<file path="config.mk">
export PLATFORM = sky130hd
export DESIGN_NAME = vpb_merge
export DESIGN_NICKNAME = d
export VERILOG_FILES = /design/src/vpb_pkg.sv /design/src/vpb_merge.sv
export SDC_FILE = /design/constraint.sdc
export NUM_CORES = 1
export LEC_CHECK = 0
export ABC_AREA = 1
export BUFFER_PORTS_ARGS = -buffer_cell sky130_fd_sc_hd__buf_2
export CAP_MARGIN = 10
export CORE_MARGIN = 8
export CORE_UTILIZATION = 40
export DETAILED_ROUTE_END_ITERATION = 7
export PLACE_DENSITY_LB_ADDON = 0.3
export SYNTH_ARGS = -nofsm -noshare
export SYNTH_HDL_FRONTEND = slang
export SYNTH_SLANG_ARGS = --single-unit
</file>
<file path="constraint.sdc">
create_clock -name vclk -period 2.5
set_input_delay 0.375 -clock vclk [all_inputs]
set_output_delay 0.375 -clock vclk [all_outputs]
set_load 0.01 [all_outputs]
</file>
<file path="src/vpb_pkg.sv">
// ----------------------------------------------------------------------------
// vpb_pkg
// Shared types and constants for the vertical page bitmap blitter.
// ----------------------------------------------------------------------------
package vpb_pkg;

  localparam int MEM_BYTES = 2048;
  localparam int MEM_AW    = $clog2(MEM_BYTES);
  localparam int PAGE_ROWS = 8;
  localparam int PAGE_W    = $clog2(PAGE_ROWS);

  typedef enum logic [1:0] {
    CMD_WRITE = 2'd0,
    CMD_READ  = 2'd1,
    CMD_COPY  = 2'd2,
    CMD_FILL  = 2'd3
  } cmd_t;

  typedef enum logic [1:0] {
    CFG_SOURCE_BASE   = 2'd0,
    CFG_SOURCE_STRIDE = 2'd1,
    CFG_DEST_BASE     = 2'd2,
    CFG_DEST_STRIDE   = 2'd3
  } cfg_idx_t;

  typedef enum logic [2:0] {
    S_IDLE,
    S_MEMRD,
    S_BAND,
    S_SRC,
    S_DST,
    S_WR,
    S_DONE
  } state_t;

  typedef struct packed {
    logic              is_fill;
    logic              polarity;
    logic [PAGE_W-1:0] sob;
    logic [PAGE_W-1:0] dob;
    logic [7:0]        smsk;
    logic [7:0]        dmsk;
  } merge_ctl_t;

endpackage

</file>
<file path="src/vpb_merge.sv">
// ----------------------------------------------------------------------------
// vpb_merge
// Aligns masked source bits to the destination page offset and merges them
// into the destination byte; fill sets or clears the band mask.
// ----------------------------------------------------------------------------
module vpb_merge
  import vpb_pkg::*;
(
  input  merge_ctl_t ctl,
  input  logic [7:0] src_byte,
  input  logic [7:0] dst_byte,
  output logic [7:0] new_byte
);

  logic [7:0] src_pol;
  logic [7:0] src_sel;
  logic [7:0] src_aligned;

  always_comb begin
    src_pol = ctl.polarity ? ~src_byte : src_byte;
    src_sel = src_pol & ctl.smsk;
    if (ctl.dob >= ctl.sob) begin
      src_aligned = src_sel << (ctl.dob - ctl.sob);
    end else begin
      src_aligned = src_sel >> (ctl.sob - ctl.dob);
    end
    if (ctl.is_fill) begin
      new_byte = ctl.polarity ? (dst_byte | ~ctl.dmsk) : (dst_byte & ctl.dmsk);
    end else begin
      new_byte = (dst_byte & ctl.dmsk) | src_aligned;
    end
  end

endmodule

</file>
=== Word level (Yosys, flattened, before mapping) ===
Index checks and enable logic that the tools add are counted.

* Bits in registers: 0
* Bits of input ports: 40
* Output and inout bits: 8
* Logic and storage cells: 15

* $add $sub $neg: 2
* $lt $le $gt $ge: 1
* Shifts and indexed selects: 2
* Mux-type cells: 4
* Bitwise gates (word level): 6

{| class="wikitable"
|+ Operators by type and width
! operator !! number
|-
| 2-to-1 mux 8 bit || 4
|-
| AND 8 bit || 2
|-
| NOT 8 bit || 2
|-
| bitwise OR 8 bit || 2
|-
| << shifter 8 x 3 -> 8 bit || 1
|-
| right shift 8 x 3 -> 8 bit || 1
|-
| subtractor 3 bit || 2
|-
| >= comparator 3 bit || 1
|}

=== Longest topological paths before layout ===
Gate-level depths: netlist of run 1.

* Word-level depth: 7
* Gate-level depth with buffers: 12
* Mapped depth without buffers: 12

=== Worst setup path before layout of run 1 ===
Ideal clock, no wire load.

* Kind: in2out
* Start point: in ctl[19] (netlist bit)
* End point: out new_byte[1]
* Arrival time: 1.768 ns
* Required time: 2.125 ns
* Slack: 0.357 ns
* Cell stages on the path: 10
* Buffers on the path: 0
* Cell sequence: inv_1 -> ha_1 -> fa_1 -> xnor2_1 -> inv_1 -> nor2_1 -> nand3_1 -> nand3_1 -> nand2_1 -> nand2_1

* Cells in the longest elaborated chain, start to end: 5
* Elaborated cells on any way between the ends: 8
* Those cells by class: add/sub: 2; order compare: 1; shift: 2; mux: 2; bitwise: 1

{| class="wikitable"
|+ RTL lines
! item !! RTL line !! text
|-
| from (decl) || vpb_merge.sv:9 || <nowiki>input merge_ctl_t ctl,</nowiki>
|-
| subtractor 3 bit, on equally long branches || vpb_merge.sv:25, vpb_merge.sv:23 ||
|-
| right shift 8 x 3 -> 8 bit / << shifter 8 x 3 -> 8 bit (equally long branches) || vpb_merge.sv:25, vpb_merge.sv:23 ||
|-
| 2-to-1 mux 8 bit * || vpb_merge.sv:22 || <nowiki>if (ctl.dob >= ctl.sob) begin</nowiki>
|-
| bitwise OR 8 bit * || vpb_merge.sv:30 || <nowiki>new_byte = (dst_byte & ctl.dmsk) | src_aligned;</nowiki>
|-
| 2-to-1 mux 8 bit * || vpb_merge.sv:27 || <nowiki>if (ctl.is_fill) begin</nowiki>
|-
| to (decl) || vpb_merge.sv:12 || <nowiki>output logic [7:0] new_byte</nowiki>
|}

Every way passes the cells marked *; elsewhere a longest branch is shown, timed or not.

=== Final worst setup path of run 1 ===
* Start point: in ctl[16] (netlist bit)
* End point: out new_byte[1]

Same word-level chain as after synthesis.

==> tab_implementation.tex, run 1 <==
\begin{tabular}{lr}
\hline
Metric & Value \\
\hline
\multicolumn{2}{l}{\textbf{Final layout}} \\
Sequential cell count of the final layout & 0 \\
Layout clock buffer count & 0 \\
Sequential cell area & 0 µm² \\
Design area & 1200 µm² \\
Net total in the final layout & 275 \\
Area growth from synthesis to final layout & 32.2\% \\
Fraction of layout instances using a drive strength above 1 & 29.2\% \\
Layout fillers & 259 \\
Antenna Cells & 0 \\
\multicolumn{2}{l}{\textbf{Power and ir drop}} \\
Cell Int Power & 139 µW \\
Proportion of power drawn by flip-flops and latches & 0\% \\
Peak supply drop & between 0.15 and 0.2 mV \\
Leakage power total & 0.000742 µW \\
Post-route total power & 342 µW \\
Fraction of power consumed by the clock network & 0\% \\
Sw Ratio & 59.4\% \\
Combinational cell fraction of total power & between 90\% and 100\% \\
Reported net switching power & 203 µW \\
Cell Pwr Density & about 280 nW/µm² \\
\multicolumn{2}{l}{\textbf{Timing}} \\
Worst Max-Slew Pin Slew & $\sim$0.27 ns \\
Worst slew margin & 81.8\% \\
Post-route setup slack & 0.100 ns \\
Final hold slack & 1.04 ns \\
Final number of setup-violating endpoints & 0 \\
Total count of max-transition violations in the final report & 0 \\
Maximum clock frequency & between 400 and 500 MHz \\
Post-route setup TNS & 0 ns \\
Final clock period utilization by the worst path & a little over nine tenths \\
Number of hold violations in the final report & 0 \\
Final critical delay including setup and external delays & 2.40 ns \\
\multicolumn{2}{l}{\textbf{Run}} \\
Max-cap violation count & 0 \\
\multicolumn{2}{l}{\textbf{Placement}} \\
Gpl congestion & between 0.9 and 1 \\
Placed Area & 1180 µm² \\
DP Worst Slack & approximately 0.042 ns \\
Post-DP HPWL & 2.49 mm \\
Port Buffer Count & 48 \\
\multicolumn{2}{l}{\textbf{Detailed routing}} \\
Vias per cell & 5.08 \\
Detailed Route WL & 2.86 mm \\
Wire length per cell after detailed routing & 11.2 µm \\
Number of remaining DRC errors & 0 \\
Detailed-routing iteration count for the pre-antenna-repair pass & 4 \\
Residual antenna-violating net count after detailed routing & 0 \\
Routed via count & 1290 \\
Iteration-0 DRC count of the detailed router & 45 \\
\multicolumn{2}{l}{\textbf{Floorplanning}} \\
\# rows & 17 \\
Die Span Y & 63.7 µm \\
Std-Cell Core Area & $\sim$2200 µm² \\
Ports placed on the boundary & between 40 and 50 \\
Initial core utilization & between 40\% and 50\% \\
Die area & 4060 µm² \\
Die width & approximately 64 µm \\
\multicolumn{2}{l}{\textbf{Synth}} \\
Share of the yosys chip area belonging to registers & 0\% \\
Number of unique standard cell types used by synthesis & 16 \\
Post-synth top area share & 25.3\% \\
Avg Synthesized Cell Area & 5.08 µm² \\
Area of the mapped netlist & between 900 and 1000 µm² \\
Number of standard cells after synthesis & $\sim$180 \\
YS warnings & 0 \\
Top cells by area in the synthesized netlist & sky130\_fd\_sc\_hd\_\_nand3\_1 (25\%), sky130\_fd\_sc\_hd\_\_nand2\_1 (24\%), sky130\_fd\_sc\_hd\_\_nand4\_1 (9.6\%) \\
Library cell with the largest summed area after synthesis & sky130\_fd\_sc\_hd\_\_nand3\_1 \\
Net count of the mapped netlist & $\sim$230 \\
\multicolumn{2}{l}{\textbf{Global routing}} \\
Total GRT Usage & 13.3\% \\
Antenna violations before repair & 0 \\
Largest net degree at the start of global routing & 11 \\
Via count of the first global-routing pass & $\sim$1.2k \\
First-pass GRT wire length & 4.90 mm \\
Sum of overflow across all layers after global routing & 0 \\
\multicolumn{2}{l}{\textbf{Critical path}} \\
Endpoint kind of the worst setup timing path & primary output \\
Crit path largest cell delay & 0.40 ns \\
Worst-path maximum fanout & 3 \\
Required time reported for the critical path endpoint & 2.12 ns \\
Source of the critical timing path & ctl[16] \\
Worst setup endpoint & new\_byte[1] \\
Slowest cell on crit path & sky130\_fd\_sc\_hd\_\_fa\_1 \\
Sequence of cells on the critical path & buf\_2 > ha\_1 > fa\_1 > xnor2\_2 > inv\_1 > nor2\_1 > nand3\_1 > nand3\_1 > nand2\_1 > nand2\_1 > buf\_2 \\
Path type of the worst setup path & primary input to primary output \\
Arrival time at the worst endpoint & 2.02 ns \\
Startpoint kind of the worst setup timing path & primary input \\
\multicolumn{2}{l}{\textbf{Clock network}} \\
Post-CTS repair timing setup buffer count & 0 \\
\multicolumn{2}{l}{\textbf{Run status}} \\
Outcome & completed \\
\multicolumn{2}{l}{\textbf{Worst hold path}} \\
Hold path startpoint & dst\_byte[2] \\
Class of the worst hold path & primary input to primary output \\
\hline
\end{tabular}
[routing by layer]
| metal | share of wire [%] | global-route usage (%) | wire length [µm] |
|---|---|---|---|
| met5 | 0 | 0 | 0 |
| met4 | 0 | 0.279 | 0 |
| met3 | 4.7 | 1.59 | 133 |
| met2 | 52 | 25.5 | 1490 |
| met1 | 43 | 15.9 | 1240 |
[layout by cell type, fill, tap and decap left out, types with 2 or more instances in the layout]
cell                       n
sky130_fd_sc_hd__a21oi_1   9
sky130_fd_sc_hd__buf_4     2
sky130_fd_sc_hd__nand3_1  44
sky130_fd_sc_hd__nand3_2   3
sky130_fd_sc_hd__nand2_1  57
sky130_fd_sc_hd__nor2_1   11
sky130_fd_sc_hd__nand4_1  14
sky130_fd_sc_hd__nand4_2   2
sky130_fd_sc_hd__buf_2    48
sky130_fd_sc_hd__inv_2     6
sky130_fd_sc_hd__ha_1      4
sky130_fd_sc_hd__inv_1    19
[logic make-up after synthesis]
logic type / share of synthesized area (%)
AOI/OAI and AO/OA: 4.95
xor gates and xnor gates: 1.93
adders and majority gates: 11.3
buffers and inverters: 13.8
and+or+nand+nor: 68.1
[critical path: cells and delay by family]
kind | cells | cell delay, ns
xor gates and xnor gates | 1 | 0.22
adders and majority gates | 2 | 0.60
and+or+nand+nor | 5 | 0.50
buffers and inverters | 3 | 0.33
[what timing repair did]
action	4_1_cts	5_1_grt
gates resized for setup	0	8
setup endpoints to repair	0	8
hold buffers	0	0
[stage by stage]
step / cells / util [%]
6_report: 254 / 54.9
5_1_grt: 254 / 54.9
4_1_cts: 254 / 53.7
3_5_place_dp: 254 / 53.7
3_3_place_gp: 254 / 53.7
2_1_floorplan: 179 / -
[synthesized netlist by cell type]
master / count
sky130_fd_sc_hd__nand3_2: 1
sky130_fd_sc_hd__nand3_1: 46
sky130_fd_sc_hd__a21oi_1: 9
sky130_fd_sc_hd__ha_1: 5
sky130_fd_sc_hd__nor2_1: 11
sky130_fd_sc_hd__nand4_1: 14
sky130_fd_sc_hd__inv_1: 21
sky130_fd_sc_hd__inv_2: 4
sky130_fd_sc_hd__nand4_2: 2
sky130_fd_sc_hd__fa_1: 2
sky130_fd_sc_hd__xnor2_1: 2
sky130_fd_sc_hd__buf_2: 1
sky130_fd_sc_hd__nor2_4: 1
sky130_fd_sc_hd__buf_4: 2
sky130_fd_sc_hd__buf_6: 1
sky130_fd_sc_hd__nand2_1: 57
[power groups by stage]
stage	sequential, µW	combinational [µW]	clock, µW
floorplan	0	228	0
global placement	0	328	0
detailed placement	0	329	0
CTS	0	330	0
global route	0	386	0
finish	0	342	0
[worst min path at each step]
stage                             end  slack, ns  cells after the start
after global routing      new_byte[2]       1.06                      4
after detailed placement  new_byte[7]       1.05                      4
after global placement    new_byte[2]       1.05                      4
after floorplan           new_byte[0]       0.89                      2
final                     new_byte[2]       1.04                      4
after CTS                 new_byte[7]       1.05                      4
[area by class of cell]
cell class	instances	area (µm²)	area share [%]
well taps	28	35.0	2.91
repair buffers	51	267	22.2
inverters	25	93.8	7.80
multi-input cells	150	807	67.1
(Power assumes the default switching activity.)
==> run 2, diff against run 1 <==
--- a/config.mk
+++ b/config.mk
@@ -8,8 +8,7 @@
 export ABC_AREA = 1
 export BUFFER_PORTS_ARGS = -buffer_cell sky130_fd_sc_hd__buf_2
 export CAP_MARGIN = 10
-export CORE_MARGIN = 8
-export CORE_UTILIZATION = 40
+export CORE_UTILIZATION = 48
 export DETAILED_ROUTE_END_ITERATION = 7
 export PLACE_DENSITY_LB_ADDON = 0.3
 export SYNTH_ARGS = -nofsm -noshare
==> run 2 against run 1 <==
Final area decreased by 2.5%. Non-clock buffer count did not move. Sequential share of layout area stayed put. Critical path depth increased by 1. Cell count shrank 1.2%. Utilization grew 12 points. Worst setup slack worse by 0.032 ns. Total power decreased by 0.63%. Critical path type unchanged. Critical endpoint is now new_byte[7].
==> tab_implementation.tex, run 2 (synthesis gave the netlist of run 1 again) <==
\begin{tabular}{lr}
\hline
Metric & Value \\
\hline
\multicolumn{2}{l}{\textbf{Final layout}} \\
Layout Cells excl Fill & 251 \\
Layout clock buffer count & 0 \\
Fraction of layout instances using a drive strength above 1 & 26.5\% \\
Sequential cell count of the final layout & 0 \\
Area growth from synthesis to final layout & 28.9\% \\
Most used cells in the layout excluding fill and tap cells & sky130\_fd\_sc\_hd\_\_nand2\_1 (57), sky130\_fd\_sc\_hd\_\_buf\_2 (48), sky130\_fd\_sc\_hd\_\_nand3\_1 (46), sky130\_fd\_sc\_hd\_\_inv\_1 (20), sky130\_fd\_sc\_hd\_\_nand4\_1 (14) \\
Most common cell after layout, fill and taps aside & sky130\_fd\_sc\_hd\_\_nand2\_1 \\
Area of the multi-input gates & 785 µm² \\
Sequential cell area & 0 µm² \\
Layout fillers & 185 \\
Net total in the final layout & 275 \\
Antenna Cells & 0 \\
\multicolumn{2}{l}{\textbf{Critical path}} \\
Required time reported for the critical path endpoint & 2.12 ns \\
Cell with the most instances on the worst path & sky130\_fd\_sc\_hd\_\_nand3\_1 \\
Critical path buffers and inverters & 5 \\
Endpoint kind of the worst setup timing path & primary output \\
Source of the critical timing path & ctl[16] \\
Worst-path maximum fanout & 5 \\
Crit path largest cell delay & 0.57 ns \\
Path type of the worst setup path & primary input to primary output \\
Slowest cell on crit path & sky130\_fd\_sc\_hd\_\_fa\_1 \\
Family with the most delay on the worst path & adder cells \\
Arrival time at the worst endpoint & 2.06 ns \\
Startpoint kind of the worst setup timing path & primary input \\
Instance count on the critical path & 12 \\
Sequence of cells on the critical path & buf\_2 > inv\_1 > ha\_1 > inv\_1 > fa\_1 > buf\_4 > nand3\_1 > nand3\_1 > nand3\_1 > nand2\_1 > nand2\_1 > buf\_2 \\
\multicolumn{2}{l}{\textbf{Power and ir drop}} \\
Reported net switching power & 208 µW \\
Cell Pwr Density & 290 nW/µm² \\
Combinational cell fraction of total power & 100.0\% \\
Cell Int Power & 132 µW \\
Post-route total power & between 300 and 400 µW \\
Leakage power total & 0.000732 µW \\
Sw Ratio & 61.1\% \\
Proportion of power drawn by flip-flops and latches & 0\% \\
Fraction of power consumed by the clock network & 0\% \\
Peak supply drop & 0.185 mV \\
\multicolumn{2}{l}{\textbf{Clock network}} \\
Number of hold-repair buffers added at the cts stage & 0 \\
Post-CTS repair timing setup buffer count & 0 \\
\multicolumn{2}{l}{\textbf{Timing}} \\
Total count of max-transition violations in the final report & 0 \\
Worst slew margin & 75.4\% \\
Final critical delay including setup and external delays & 2.43 ns \\
Post-route setup TNS & 0 ns \\
Final number of setup-violating endpoints & 0 \\
Number of hold violations in the final report & 0 \\
Setup repair after global routing missed its margin & no \\
Worst Max-Slew Pin Slew & about 0.37 ns \\
Maximum clock frequency & 411 MHz \\
Final clock period utilization by the worst path & 97.3\% \\
\multicolumn{2}{l}{\textbf{Global routing}} \\
Routing layer with the top usage in global route & met2 \\
M3 GR Usage & 0.794\% \\
Largest net degree at the start of global routing & 11 \\
First-pass GRT wire length & 4.04 mm \\
Antenna violations before repair & 0 \\
Met2 Usage GRT & 46.6\% \\
Via count of the first global-routing pass & 1055 \\
Total GRT Usage & 25.1\% \\
Fraction of met1 tracks used by global routing & 31.8\% \\
Sum of overflow across all layers after global routing & 0 \\
\multicolumn{2}{l}{\textbf{Floorplanning}} \\
Ports placed on the boundary & 48 \\
Die Span Y & 45.5 µm \\
\# rows & 15 \\
Std-Cell Core Area & 1750 µm² \\
Die width & 45.5 µm \\
Initial core utilization & 52.1\% \\
Die area & 2070 µm² \\
\multicolumn{2}{l}{\textbf{Detailed routing}} \\
Detailed Route WL & 2.78 mm \\
Iteration-0 DRC count of the detailed router & 52 \\
Vias per cell & 5.35 \\
Wire length per cell after detailed routing & about 11 µm \\
Routed via count & 1342 \\
Detailed-routing iteration count for the pre-antenna-repair pass & 4 \\
Residual antenna-violating net count after detailed routing & 0 \\
Number of remaining DRC errors & 0 \\
\multicolumn{2}{l}{\textbf{Placement}} \\
Placed cell count & $\sim$250 \\
Post-DP HPWL & 2.35 mm \\
Gpl congestion & 0.965 \\
Port Buffer Count & between 40 and 50 \\
\multicolumn{2}{l}{\textbf{Run}} \\
Max-cap violation count & 0 \\
\multicolumn{2}{l}{\textbf{Worst hold path}} \\
Hold depth & 4 \\
Hold path startpoint & dst\_byte[7] \\
Class of the worst hold path & primary input to primary output \\
\multicolumn{2}{l}{\textbf{Run status}} \\
Outcome & completed \\
\hline
\end{tabular}
## run 2: power groups by stage
stage	combinational, µW	clock (µW)	sequential (µW)
global route	374	0	0
finish	340	0	0
detailed placement	332	0	0
CTS	333	0	0
global placement	326	0	0
floorplan	228	0	0
## run 2: layer usage
metal,part of all wire [%],wire length (µm)
met5,0,0
met4,1.1,30
met3,9.0,249
met2,49,1360
met1,41,1140
## run 2: repair_timing
action | CTS | global route
resized for setup | 0 | 1
endpoints found under the setup margin | 0 | 3
endpoints found under the hold margin | 0 | 0
## run 2: worst paths after layout
path | to | slack [ns]
worst max-delay path | new_byte[7] | 0.07
worst min-delay path | new_byte[7] | 1.04
## run 2: stage by stage
| step | util [%] | hold slack [ns] | cell area [µm²] | setup WS, ns |
|---|---|---|---|---|
| final | 67.2 | 1.04 | 1170 | 0.0687 |
| after global routing | 67.2 | 1.06 | 1170 | 0.00824 |
| after CTS | 67.2 | 1.04 | 1170 | 0.0450 |
| after detailed placement | 67.2 | 1.04 | 1170 | 0.0480 |
| after global placement | 67.2 | 1.04 | 1170 | 0.107 |
| after floorplan | - | 0.886 | 910 | 0.357 |
## run 2: cell type report
| type | count | area share, % |
|---|---|---|
| Multi-Input combinational cell | 150 | 66.9 |
| Timing Repair Buffer | 51 | 22.4 |
| Inverter | 25 | 8.00 |
| Tap cell | 25 | 2.67 |
